File: src/rtl/sha256_pkg.sv
`timescale 1ns / 1ps
`default_nettype none
package sha256_pkg;

  typedef struct packed {
    logic [7:0] message_byte;
    logic       byte_present;
    logic       end_of_message;
  } in_item_t;

  typedef struct packed {
    logic [63:0] digest_word;
    logic [1:0]  word_index;
    logic        last_word;
  } out_item_t;

  typedef struct packed {
    logic start;
  } round_ctl_t;

  localparam int unsigned BlockBytes = 64;
  localparam int unsigned LenPos = 56;
  localparam int unsigned Rounds = 64;
  localparam logic [7:0] PadByte = 8'h80;

  localparam logic [255:0] InitHash = {
    32'h6a09e667, 32'hbb67ae85, 32'h3c6ef372, 32'ha54ff53a,
    32'h510e527f, 32'h9b05688c, 32'h1f83d9ab, 32'h5be0cd19
  };

  function automatic logic [31:0] round_const(input logic [5:0] idx);
    logic [31:0] k;
    unique case (idx)
      6'd0: k = 32'h428a2f98;  6'd1: k = 32'h71374491;  6'd2: k = 32'hb5c0fbcf;
      6'd3: k = 32'he9b5dba5;  6'd4: k = 32'h3956c25b;  6'd5: k = 32'h59f111f1;
      6'd6: k = 32'h923f82a4;  6'd7: k = 32'hab1c5ed5;  6'd8: k = 32'hd807aa98;
      6'd9: k = 32'h12835b01;  6'd10: k = 32'h243185be; 6'd11: k = 32'h550c7dc3;
      6'd12: k = 32'h72be5d74; 6'd13: k = 32'h80deb1fe; 6'd14: k = 32'h9bdc06a7;
      6'd15: k = 32'hc19bf174; 6'd16: k = 32'he49b69c1; 6'd17: k = 32'hefbe4786;
      6'd18: k = 32'h0fc19dc6; 6'd19: k = 32'h240ca1cc; 6'd20: k = 32'h2de92c6f;
      6'd21: k = 32'h4a7484aa; 6'd22: k = 32'h5cb0a9dc; 6'd23: k = 32'h76f988da;
      6'd24: k = 32'h983e5152; 6'd25: k = 32'ha831c66d; 6'd26: k = 32'hb00327c8;
      6'd27: k = 32'hbf597fc7; 6'd28: k = 32'hc6e00bf3; 6'd29: k = 32'hd5a79147;
      6'd30: k = 32'h06ca6351; 6'd31: k = 32'h14292967; 6'd32: k = 32'h27b70a85;
      6'd33: k = 32'h2e1b2138; 6'd34: k = 32'h4d2c6dfc; 6'd35: k = 32'h53380d13;
      6'd36: k = 32'h650a7354; 6'd37: k = 32'h766a0abb; 6'd38: k = 32'h81c2c92e;
      6'd39: k = 32'h92722c85; 6'd40: k = 32'ha2bfe8a1; 6'd41: k = 32'ha81a664b;
      6'd42: k = 32'hc24b8b70; 6'd43: k = 32'hc76c51a3; 6'd44: k = 32'hd192e819;
      6'd45: k = 32'hd6990624; 6'd46: k = 32'hf40e3585; 6'd47: k = 32'h106aa070;
      6'd48: k = 32'h19a4c116; 6'd49: k = 32'h1e376c08; 6'd50: k = 32'h2748774c;
      6'd51: k = 32'h34b0bcb5; 6'd52: k = 32'h391c0cb3; 6'd53: k = 32'h4ed8aa4a;
      6'd54: k = 32'h5b9cca4f; 6'd55: k = 32'h682e6ff3; 6'd56: k = 32'h748f82ee;
      6'd57: k = 32'h78a5636f; 6'd58: k = 32'h84c87814; 6'd59: k = 32'h8cc70208;
      6'd60: k = 32'h90befffa; 6'd61: k = 32'ha4506ceb; 6'd62: k = 32'hbef9a3f7;
      default: k = 32'hc67178f2;
    endcase
    return k;
  endfunction

endpackage
`default_nettype wire

File: src/rtl/sha256_round.sv
`timescale 1ns / 1ps
`default_nettype none
// One SHA-256 round per cycle over a 16-word schedule window.
module sha256_round (
  input  wire logic                   clk_i,
  input  wire logic                   rst_ni,
  input  wire sha256_pkg::round_ctl_t ctl_i,
  input  wire logic [511:0]           block_i,
  input  wire logic [255:0]           chain_i,
  output logic                        done_o,
  output logic [255:0]                chain_o
);
  import sha256_pkg::*;

  logic [511:0] w_q;
  logic [255:0] v_q;
  logic [5:0]   rnd_q;
  logic         run_q;

  logic [31:0] a, b, c, d, e, f, g, h, wt, w1, w14, w9, w0, s0, s1, t1, t2, wn;

  always_comb begin
    {a, b, c, d, e, f, g, h} = v_q;
    wt  = w_q[511:480];
    w0  = w_q[511:480];
    w1  = w_q[479:448];
    w9  = w_q[223:192];
    w14 = w_q[63:32];
    s0  = {w1[6:0], w1[31:7]} ^ {w1[17:0], w1[31:18]} ^ (w1 >> 3);
    s1  = {w14[16:0], w14[31:17]} ^ {w14[18:0], w14[31:19]} ^ (w14 >> 10);
    wn  = s1 + w9 + s0 + w0;
    t1  = h + ({e[5:0], e[31:6]} ^ {e[10:0], e[31:11]} ^ {e[24:0], e[31:25]})
        + ((e & f) ^ (~e & g)) + round_const(rnd_q) + wt;
    t2  = ({a[1:0], a[31:2]} ^ {a[12:0], a[31:13]} ^ {a[21:0], a[31:22]})
        + ((a & b) ^ (a & c) ^ (b & c));
  end

  always_ff @(posedge clk_i or negedge rst_ni) begin
    if (!rst_ni) begin
      run_q  <= 1'b0;
      rnd_q  <= '0;
      done_o <= 1'b0;
    end else begin
      done_o <= run_q && (rnd_q == 6'(Rounds - 1));
      if (ctl_i.start) begin
        run_q <= 1'b1;
        rnd_q <= '0;
      end else if (run_q) begin
        rnd_q <= rnd_q + 6'd1;
        if (rnd_q == 6'(Rounds - 1)) run_q <= 1'b0;
      end
    end
  end

  always_ff @(posedge clk_i) begin
    if (ctl_i.start) begin
      w_q <= block_i;
      v_q <= chain_i;
    end else if (run_q) begin
      w_q <= {w_q[479:0], wn};
      v_q <= {t1 + t2, a, b, c, d + t1, e, f, g};
    end
  end

  always_comb begin
    for (int i = 0; i < 8; i++) begin
      chain_o[32*i +: 32] = chain_i[32*i +: 32] + v_q[32*i +: 32];
    end
  end

endmodule
`default_nettype wire

File: src/rtl/sha256_stream_hasher_core.sv
`timescale 1ns / 1ps
`default_nettype none
// SHA-256 hasher that takes a message one byte per input transfer. A byte
// transfer that completes a 64-byte block keeps the input stalled through
// StWait and the 64 compression rounds (one round per cycle in a single
// shared round unit) until the registered done; other data bytes do not. An
// end-of-message transfer pads the message, runs one compression or two when
// 56 or more bytes are pending (or when its own byte completes a block), then
// presents the digest as four 64-bit big-endian output transfers, index 0
// first, with last_word on the fourth. The input is not ready until the
// fourth word has been taken; the hash state then returns to its initial
// value for the next message. The block buffer is a plain register array
// with no clearing after reset; the 0x80 marker, the zero fill and the bit
// length are laid over the buffered bytes on their way into the round unit,
// so bytes beyond the fill count are never used.
module sha256_stream_hasher_core (
  input  wire logic                  clk_i,
  input  wire logic                  rst_ni,
  input  wire logic                  in_valid_i,
  output logic                       in_ready_o,
  input  wire sha256_pkg::in_item_t  in_data_i,
  output logic                       out_valid_o,
  input  wire logic                  out_ready_i,
  output sha256_pkg::out_item_t      out_data_o
);
  import sha256_pkg::*;

  localparam logic [2:0] StIdle = 3'd0;
  localparam logic [2:0] StComp = 3'd1;
  localparam logic [2:0] StWait = 3'd2;
  localparam logic [2:0] StOut  = 3'd3;

  logic [2:0]   state_q;
  logic [7:0]   buf_q [BlockBytes];
  logic [5:0]   fill_q;
  logic [63:0]  bits_q;
  logic [255:0] chain_q;
  logic         fin_q;       // finishing a message
  logic         pad_q;       // the block being compressed carries padding
  logic         len_only_q;  // the block being compressed holds only the length
  logic [1:0]   idx_q;

  logic [511:0] block;
  logic [255:0] chain_new;
  logic         done;
  round_ctl_t   ctl;
  logic         in_fire, out_fire;
  logic         full_block;
  logic [63:0]  total;

  assign in_ready_o  = (state_q == StIdle);
  assign out_valid_o = (state_q == StOut);
  assign in_fire     = in_valid_i && in_ready_o;
  assign out_fire    = out_valid_o && out_ready_i;
  assign full_block  = in_data_i.byte_present && (fill_q == 6'(BlockBytes - 1));
  assign total       = bits_q + {55'd0, fill_q, 3'd0};

  // Block as seen by the round unit. A data block passes the buffer through.
  // A padded block keeps the pending bytes, puts the marker right after them,
  // zeros the rest and ends in the big-endian bit length when it fits. The
  // length-only block that follows a long tail is zeros and the length.
  always_comb begin
    for (int i = 0; i < BlockBytes; i++) begin
      if (!pad_q || (!len_only_q && 6'(i) < fill_q)) begin
        block[511 - 8*i -: 8] = buf_q[i];
      end else if (!len_only_q && 6'(i) == fill_q) begin
        block[511 - 8*i -: 8] = PadByte;
      end else if (i >= LenPos && (len_only_q || fill_q < 6'(LenPos))) begin
        block[511 - 8*i -: 8] = total[8*(BlockBytes-1-i) +: 8];
      end else begin
        block[511 - 8*i -: 8] = 8'h00;
      end
    end
  end

  assign ctl.start = (state_q == StWait);

  sha256_round u_round (
    .clk_i   (clk_i),
    .rst_ni  (rst_ni),
    .ctl_i   (ctl),
    .block_i (block),
    .chain_i (chain_q),
    .done_o  (done),
    .chain_o (chain_new)
  );

  // StWait launches the round unit, StComp waits for it.
  always_ff @(posedge clk_i or negedge rst_ni) begin
    if (!rst_ni) begin
      state_q    <= StIdle;
      fill_q     <= '0;
      bits_q     <= '0;
      chain_q    <= InitHash;
      fin_q      <= 1'b0;
      pad_q      <= 1'b0;
      len_only_q <= 1'b0;
      idx_q      <= '0;
    end else begin
      unique case (state_q)
        StIdle: begin
          if (in_fire) begin
            if (in_data_i.byte_present) begin
              fill_q <= fill_q + 6'd1;
              if (fill_q == 6'(BlockBytes - 1)) begin
                bits_q  <= bits_q + 64'd512;
              end
            end
            fin_q      <= in_data_i.end_of_message;
            // A completed data block goes first; padding follows it.
            pad_q      <= in_data_i.end_of_message && !full_block;
            len_only_q <= 1'b0;
            if (full_block || in_data_i.end_of_message) begin
              state_q <= StWait;
            end
          end
        end
        StWait: state_q <= StComp;
        StComp: begin
          if (done) begin
            chain_q <= chain_new;
            if (!fin_q) begin
              state_q <= StIdle;
            end else if (!pad_q) begin
              pad_q   <= 1'b1;
              state_q <= StWait;
            end else if (!len_only_q && fill_q >= 6'(LenPos)) begin
              len_only_q <= 1'b1;
              state_q    <= StWait;
            end else begin
              state_q <= StOut;
              idx_q   <= '0;
            end
          end
        end
        StOut: begin
          if (out_fire) begin
            idx_q <= idx_q + 2'd1;
            if (idx_q == 2'd3) begin
              state_q    <= StIdle;
              fill_q     <= '0;
              bits_q     <= '0;
              chain_q    <= InitHash;
              fin_q      <= 1'b0;
              pad_q      <= 1'b0;
              len_only_q <= 1'b0;
            end
          end
        end
        default: state_q <= StIdle;
      endcase
    end
  end

  always_ff @(posedge clk_i) begin
    if (in_fire && in_data_i.byte_present) buf_q[fill_q] <= in_data_i.message_byte;
  end

  assign out_data_o.digest_word = chain_q[255 - 64*idx_q -: 64];
  assign out_data_o.word_index  = idx_q;
  assign out_data_o.last_word   = (idx_q == 2'd3);

  a_no_out_in_idle: assert property (@(posedge clk_i) disable iff (!rst_ni)
    in_ready_o |-> !out_valid_o) else $error("input and output both open");
  a_last_returns: assert property (@(posedge clk_i) disable iff (!rst_ni)
    out_fire && out_data_o.last_word |=> in_ready_o) else $error("no return to idle");
  a_idx_start: assert property (@(posedge clk_i) disable iff (!rst_ni)
    $rose(out_valid_o) |-> idx_q == 2'd0) else $error("digest not from word 0");

endmodule
`default_nettype wire
File: config.mk
export PLATFORM = sky130hd
export DESIGN_NAME = sha256_stream_hasher_core
export DESIGN_NICKNAME = d
export VERILOG_FILES = /design/src/rtl/sha256_pkg.sv /design/src/rtl/sha256_round.sv /design/src/rtl/sha256_stream_hasher_core.sv
export SDC_FILE = /design/constraint.sdc
export NUM_CORES = 2
export LEC_CHECK = 0
export ABC_AREA = 1
export BUFFER_PORTS_ARGS = -buffer_cell sky130_fd_sc_hd__buf_2
export CORE_ASPECT_RATIO = 1.25
export CORE_MARGIN = 3
export CORE_UTILIZATION = 38
export CTS_BUF_LIST = sky130_fd_sc_hd__clkbuf_16
export DETAILED_ROUTE_END_ITERATION = 8
export HOLD_SLACK_MARGIN = 0.12
export PLACE_DENSITY = 0.6
export RECOVER_POWER = 100
export SETUP_SLACK_MARGIN = 0.5
export SYNTH_ARGS = -nofsm -noshare
export SYNTH_HDL_FRONTEND = slang
export SYNTH_HIERARCHICAL = 1
export SYNTH_SLANG_ARGS = --single-unit
File: constraint.sdc
create_clock -name clk_i -period 40 [get_ports clk_i]
set_input_delay 4 -clock clk_i [delete_from_list [all_inputs] [get_ports clk_i]]
set_output_delay 4 -clock clk_i [all_outputs]
set_load 0.01 [all_outputs]
# Word-level counts from Yosys, hierarchy flattened
# Memory sizes are Yosys's and may differ from the RTL's.
# Cells that the tools add are included.
dict set report op_classes {
  n_eq_ne 80
  add_sub_neg 24
  magnitude_cmp 66
  reduce_logical 218
  bitwise_logic 17
  shift 1
  mux 191
}
# op n
set op_table {}
lappend op_table {{2-to-1 mux 256 bit} 5}
lappend op_table {{2-to-1 mux 8 bit} 136}
lappend op_table {{2-to-1 mux 512 bit} 2}
lappend op_table {{adder 32 bit} 18}
lappend op_table {{case mux 256 bit (2 select lines)} 1}
lappend op_table {{2-to-1 mux 64 bit} 5}
lappend op_table {{indexed part select 319 x 33 -> 64 bit} 1}
lappend op_table {{bitwise XOR 32 bit} 9}
lappend op_table {{equality test 6 bit, first input constant} 32}
lappend op_table {{less-than comparator 6 bit, first input constant} 32}
lappend op_table {{AND 32 bit} 5}
lappend op_table {{logical AND 1 bit} 135}
lappend op_table {{case mux 64 bit (2 select lines)} 1}
lappend op_table {{equality test 5 x 6 -> 1 bit, first input constant} 16}
lappend op_table {{less-than comparator 5 x 6 -> 1 bit, first input constant} 16}
lappend op_table {{logical OR 1 bit} 66}
lappend op_table {{adder 64 x 10 -> 64 bit, second input constant} 1}
lappend op_table {{adder 64 x 9 -> 64 bit} 1}
lappend op_table {{equality test 4 x 6 -> 1 bit, first input constant} 8}
lappend op_table {{less-than comparator 4 x 6 -> 1 bit, first input constant} 8}
lappend op_table {{2-to-1 mux 6 bit} 6}
lappend op_table {{inverter 32 bit} 1}
lappend op_table {{bitwise XOR 32 x 22 -> 32 bit} 1}
lappend op_table {{bitwise XOR 32 x 29 -> 32 bit} 1}
lappend op_table {{34 further kinds} 90}
dict set report word_totals {
  elab_cells 612
  mem_bits_rw 512
  rom_bits 2048
  ff_bits 1110
  n_memories 2
  in_bits 14
}
# memory depth width read_ports rd_clocked_by_memory_dff write_ports line_no
set mem_list {}
lappend mem_list {{(name not given)} 64 32 1 0 0 sha256_pkg.sv:33} ;# unique case (idx)
lappend mem_list {buf_q 64 8 64 0 1 sha256_stream_hasher_core.sv:34} ;# logic [7:0] buf_q [BlockBytes];

# Depth between registers and ports, before layout
dict set report depth {
  depth_word 9
  ltp_mapped 37
  mapped_depth_nobuf 37
}

# Cells and area by module
# Netlist, hierarchy kept.
# mod cells_each area_per_inst_um2 n_inst
set by_module_without_submodules {}
lappend by_module_without_submodules {sha256_round 8209 64361.7 1}
lappend by_module_without_submodules {sha256_stream_hasher_core 4036 37688.6 1}

# Worst setup path after synthesis
# OpenSTA, ideal clock, no wires.
dict set report synth_timing {
  kind {register to register}
  start {register state_q[0]}
  end {register u_round.rnd_q[0]}
  stages_incl_launch_ff 9
  arrival_time_ns 16.607
  period_less_slack_ns 17.400
  required_time_ns 39.207
  slack_ns 22.600
  n_path_buf 3
  cell_sequence {dfrtp_1 > inv_1 > ha_1 > buf_2 > buf_2 > clkbuf_1 > nor2_1 > inv_1 > o21ai_0}
}
dict set report synth_via {
  elab_chain_len 2
  word_cells_on_any_way 3
  cone_classes {1 x eq/ne; 1 x mux; 1 x reduce/logical}
}
# item line_no
set synth_rtl {}
lappend synth_rtl {{from (decl)} sha256_stream_hasher_core.sv:33} ;# logic [2:0] state_q;
lappend synth_rtl {{from (signal assigned)} sha256_stream_hasher_core.sv:91} ;# state_q <= StIdle;
lappend synth_rtl {{from (signal assigned)} sha256_stream_hasher_core.sv:114} ;# state_q <= StWait;
lappend synth_rtl {{from (signal assigned)} sha256_stream_hasher_core.sv:118} ;# StWait: state_q <= StComp;
lappend synth_rtl {{equality test 3 x 2 -> 1 bit (*)} sha256_stream_hasher_core.sv:76} ;# assign ctl.start = (state_q == StWait);
lappend synth_rtl {{net ctl} sha256_stream_hasher_core.sv:46} ;# round_ctl_t ctl;
lappend synth_rtl {{2-to-1 mux 6 bit / nonzero test 2 bit (equally long branches)} n/a}
lappend synth_rtl {{to (signal assigned)} sha256_round.sv:49} ;# rnd_q <= rnd_q + 6'd1;
lappend synth_rtl {{to (decl)} sha256_round.sv:17} ;# logic [5:0] rnd_q;
# The timed path passes the listed nets; every way through them passes the cells marked *.
# A chain may end at the register's enable or synchronous reset.

# Final worst setup path
dict set report layout_timing {
  start {register state_q[0]}
  end {register chain_q[5]}
}
dict set report layout_via {
  elab_chain_len 4
  word_cells_on_any_way 9
  cone_classes {5 x eq/ne; 1 x mux; 3 x reduce/logical}
}
# item line_no
set layout_rtl {}
lappend layout_rtl {{equality test 3 x 2 -> 1 bit} {sha256_stream_hasher_core.sv:52, sha256_stream_hasher_core.sv:100}}
lappend layout_rtl {{logical AND 1 bit} sha256_stream_hasher_core.sv:54} ;# assign out_fire = out_valid_o && out_ready_i;
lappend layout_rtl {{!= test 2 x 1 -> 1 bit (no line)} n/a}
lappend layout_rtl {{AND reduction 4 bit (no line)} n/a}
lappend layout_rtl {{to (signal assigned)} sha256_stream_hasher_core.sv:94} ;# chain_q <= InitHash;
lappend layout_rtl {{to (signal assigned)} sha256_stream_hasher_core.sv:121} ;# chain_q <= chain_new;
lappend layout_rtl {{to (signal assigned)} sha256_stream_hasher_core.sv:143} ;# chain_q <= InitHash;
lappend layout_rtl {{to (decl)} sha256_stream_hasher_core.sv:37} ;# logic [255:0] chain_q;
# Parallel ways exist; a longest one is shown, timed or not.

==> results.toml <==
[global_route]
grt_max_degree = 194
first_global_vias = 81400
grtUsageTotal_pct = 28.7
antenna_found_initial = 27
gr-total-overflow = 0
grt_pass1_wl_mm = 578

[clock_tree]
clk_latency_ns = 0.91
cts_resized = 0
path_clk_slew_ns = 0.06
cts-root-buf = "clkbuf_16"
cts.sinks = 1612
cts_tree = "built"
cts_buffers = 186
cts_hold_buf = 0
postCtsSetupBuffers = 0
cts_max_path_buffers = 4
h-tree-depth = 4

[logic_synthesis]
ys_seq_elements = 1612
yosysWarnings = 6
syn-num-nets = 12900
synth.avg_cell_area_sq_um = 8.33
ys_seq_area_share_pct = 46.0
synth_edf_count = 1280
syn_area_sq_um = 102000
ys_types = 78
syn-instance-count = 12200
synth_ff_type = "edfxtp_1"
async_flop_share_pct = 20.6

[floorplan]
die-area_sq_um = 275000
die_y_um = 585
die_x_um = 470
num_rows = 212
start_util_pct = 38.2
core-area_sq_um = 267000
ios = 83

[sta]
max_freq_ghz = 0.0526
finalCriticalPeriod_ns = 18.99
finalClockSkew_ns = 0.122
timing.final.crit_share_pct = 47.5
rsz0062_at_grt = "no"
final_max_slew_viol_count = 4149
slew_headroom_pct = -472
hold_violations = 0
tns_ns = 0
setup_viol = 0
worst_pin_slew_ns = 8.59

[finish]
layout_commonest_cell = "nand2_1"
syn_to_final_growth_pct = 9.08
final_nets = 12800
layout_common_cells = "3,267 x nand2_1, 1,672 x inv_1, 1,374 x nor2_1, 1,280 x edfxtp_1, 750 x o21ai_0"
drive_above_1_share_pct = 5.45
n_fill_cell = 27000

[setup_path]
max_stage_delay_ns = 3.48
worstSetupEndpoint = "chain_q[5]$_DFFE_PN0P_"
required_ns = 40.54
critical_path_depth = 9
crit_chain = "ha_1, clkbuf_1, clkinvlp_2, a21oi_4, clkbuf_1, clkbuf_1, clkbuf_1, clkbuf_1, o21ai_0"
crit_family = "buffers and inverters"
path_max_fanout = 107
path_buf_inv = 6
cp.arrival_ns = 19.53
reg2reg_depth = 9
critPathLaunchType = "register"
crit_start = "state_q[0]$_DFFE_PN0P_"
cp_slowest_cell = "clkinvlp_2"
timing.rr.start = "state_q[0]$_DFFE_PN0P_"
rrSetupSlack_ns = 21.01
crit_type = "register to register"
r2r_end = "chain_q[5]$_DFFE_PN0P_"
cp-end-kind = "register"
crit_top_cell = "clkbuf_1"

[place]
gp_congestion = 1.03
dp_hpwl_mm = 310
port_buffers = 82

[route]
vias_per_cell = 5.36
first_iter_violations = 8727
drc = 0
first_pass_iters = 8
totalWireLength_mm = 407
wl_per_cell_um = 25.6
num_vias = 85000
drtAntennaViolNets = 0

[worst_hold_path]
hold_class = "register to register"

[run]
cap_viol_max_count = 67

[outcome]
status = "finished, violations left"
violations = "capacitance limit, slew limit"
-- worst reg2reg max path: cells and delay by family, from the launching register on --
family | cells | cell delay (ns)
buf+inv | 6 | 16.87
flops | 1 | 0.40
fa+ha+maj | 1 | 0.39
compound gates | 2 | 0.98
-- worst min path at each step --
stage / cells after the start / endpoint / startpoint / slack (ns)
after global placement: 2 / fin_q$_DFFE_PN0P_ / fin_q$_DFFE_PN0P_ / 0.48
after global routing: 2 / u_round/w_q[347]$_DFFE_PP_ / u_round/w_q[315]$_DFFE_PP_ / 0.49
after detailed placement: 2 / fin_q$_DFFE_PN0P_ / fin_q$_DFFE_PN0P_ / 0.49
after floorplan: 2 / fin_q$_DFFE_PN0P_ / fin_q$_DFFE_PN0P_ / 0.45
after CTS: 2 / u_round/w_q[347]$_DFFE_PP_ / u_round/w_q[315]$_DFFE_PP_ / 0.45
final: 2 / u_round/w_q[347]$_DFFE_PP_ / u_round/w_q[315]$_DFFE_PP_ / 0.46
-- metal layers --
| layer | up-vias | wire [um] | global-route usage (%) |
|---|---|---|---|
| li1 | 39900 | - | - |
| met1 | 40800 | 154000 | 34.0 |
| met2 | 3340 | 191000 | 48.1 |
| met3 | 1002 | 25800 | 4.15 |
| met4 | 14 | 35500 | 20.6 |
| met5 | - | 141 | 0 |
-- sequential cells by signal (all words and copies together) (netlist names) --
register	flops
bits_q	55
state_q	2
idx_q	2
u_round/run_q	1
u_round/rnd_q	6
len_only_q	1
u_round/done_o	1
fill_q	6
buf_q	512
fin_q	1
chain_q	256
pad_q	1
u_round/v_q	256
u_round/w_q	512
-- final cells by class --
| type | count | area, sq um | area share, % |
|---|---|---|---|
| Multi-Input combinational cell | 8570 | 47100 | 42.4 |
| Sequential cell | 1612 | 46900 | 42.1 |
| Inverter | 1650 | 6200 | 5.57 |
| Tap cell | 3531 | 4420 | 3.97 |
| Antenna cell | 5 | 12.5 | 0.0112 |
| Clock buffer | 189 | 4730 | 4.25 |
| Timing Repair Buffer | 176 | 822 | 0.738 |
| Clock inverter | 146 | 1070 | 0.963 |
-- logic make-up (layout without fill, tap and decap cells) --
logic type / after synthesis / count (layout) / synth area share, %
fa+ha+maj: 606 / 606 / 8.86
mux: 1 / 1 / 0.0110
other cells: 0 / 5 / 0
xor+xnor: 508 / 508 / 4.36
compound gates: 2038 / 2038 / 11.7
flops: 1612 / 1612 / 46.0
simple gates: 5417 / 5417 / 21.3
buf+inv: 2063 / 2161 / 7.80
-- synth_stat cells (34+ instances only) --
library cell,number,area [sq um]
o21ai_0,747,3740
o21bai_1,34,255
xnor2_1,214,1870
a21oi_1,706,3530
nor2_1,1372,5150
o22ai_1,60,375
o21ai_1,43,215
a21o_1,87,653
o21ai_2,43,377
a31oi_1,65,407
xor2_1,294,2570
nor3_1,105,526
clkbuf_1,286,1070
edfxtp_1,1280,38400
nand2_1,3264,12300
dfrtp_1,196,4900
a21oi_2,40,350
ha_1,407,5090
nand3_1,502,2510
nand4_1,62,388
dfstp_2,136,3570
buf_2,90,450
fa_1,196,3920
inv_1,1623,6090
-- per-stage QoR --
step	worst slack (ns)	hold slack, ns	instance area (sq um)	std cells	utilization (%)
after floorplan	22.60	0.453	102000	12200	-
after global placement	31.86	0.484	106000	15500	39.7
after detailed placement	31.82	0.491	106000	15500	39.7
after CTS	31.85	0.454	112000	15900	41.8
after global routing	19.85	0.488	111000	15900	41.7
final	21.01	0.459	111000	15900	41.7
Power is left out: the tool's default activity adds up to more than one toggle a clock period on the data nets, which glitch-free logic cannot reach.
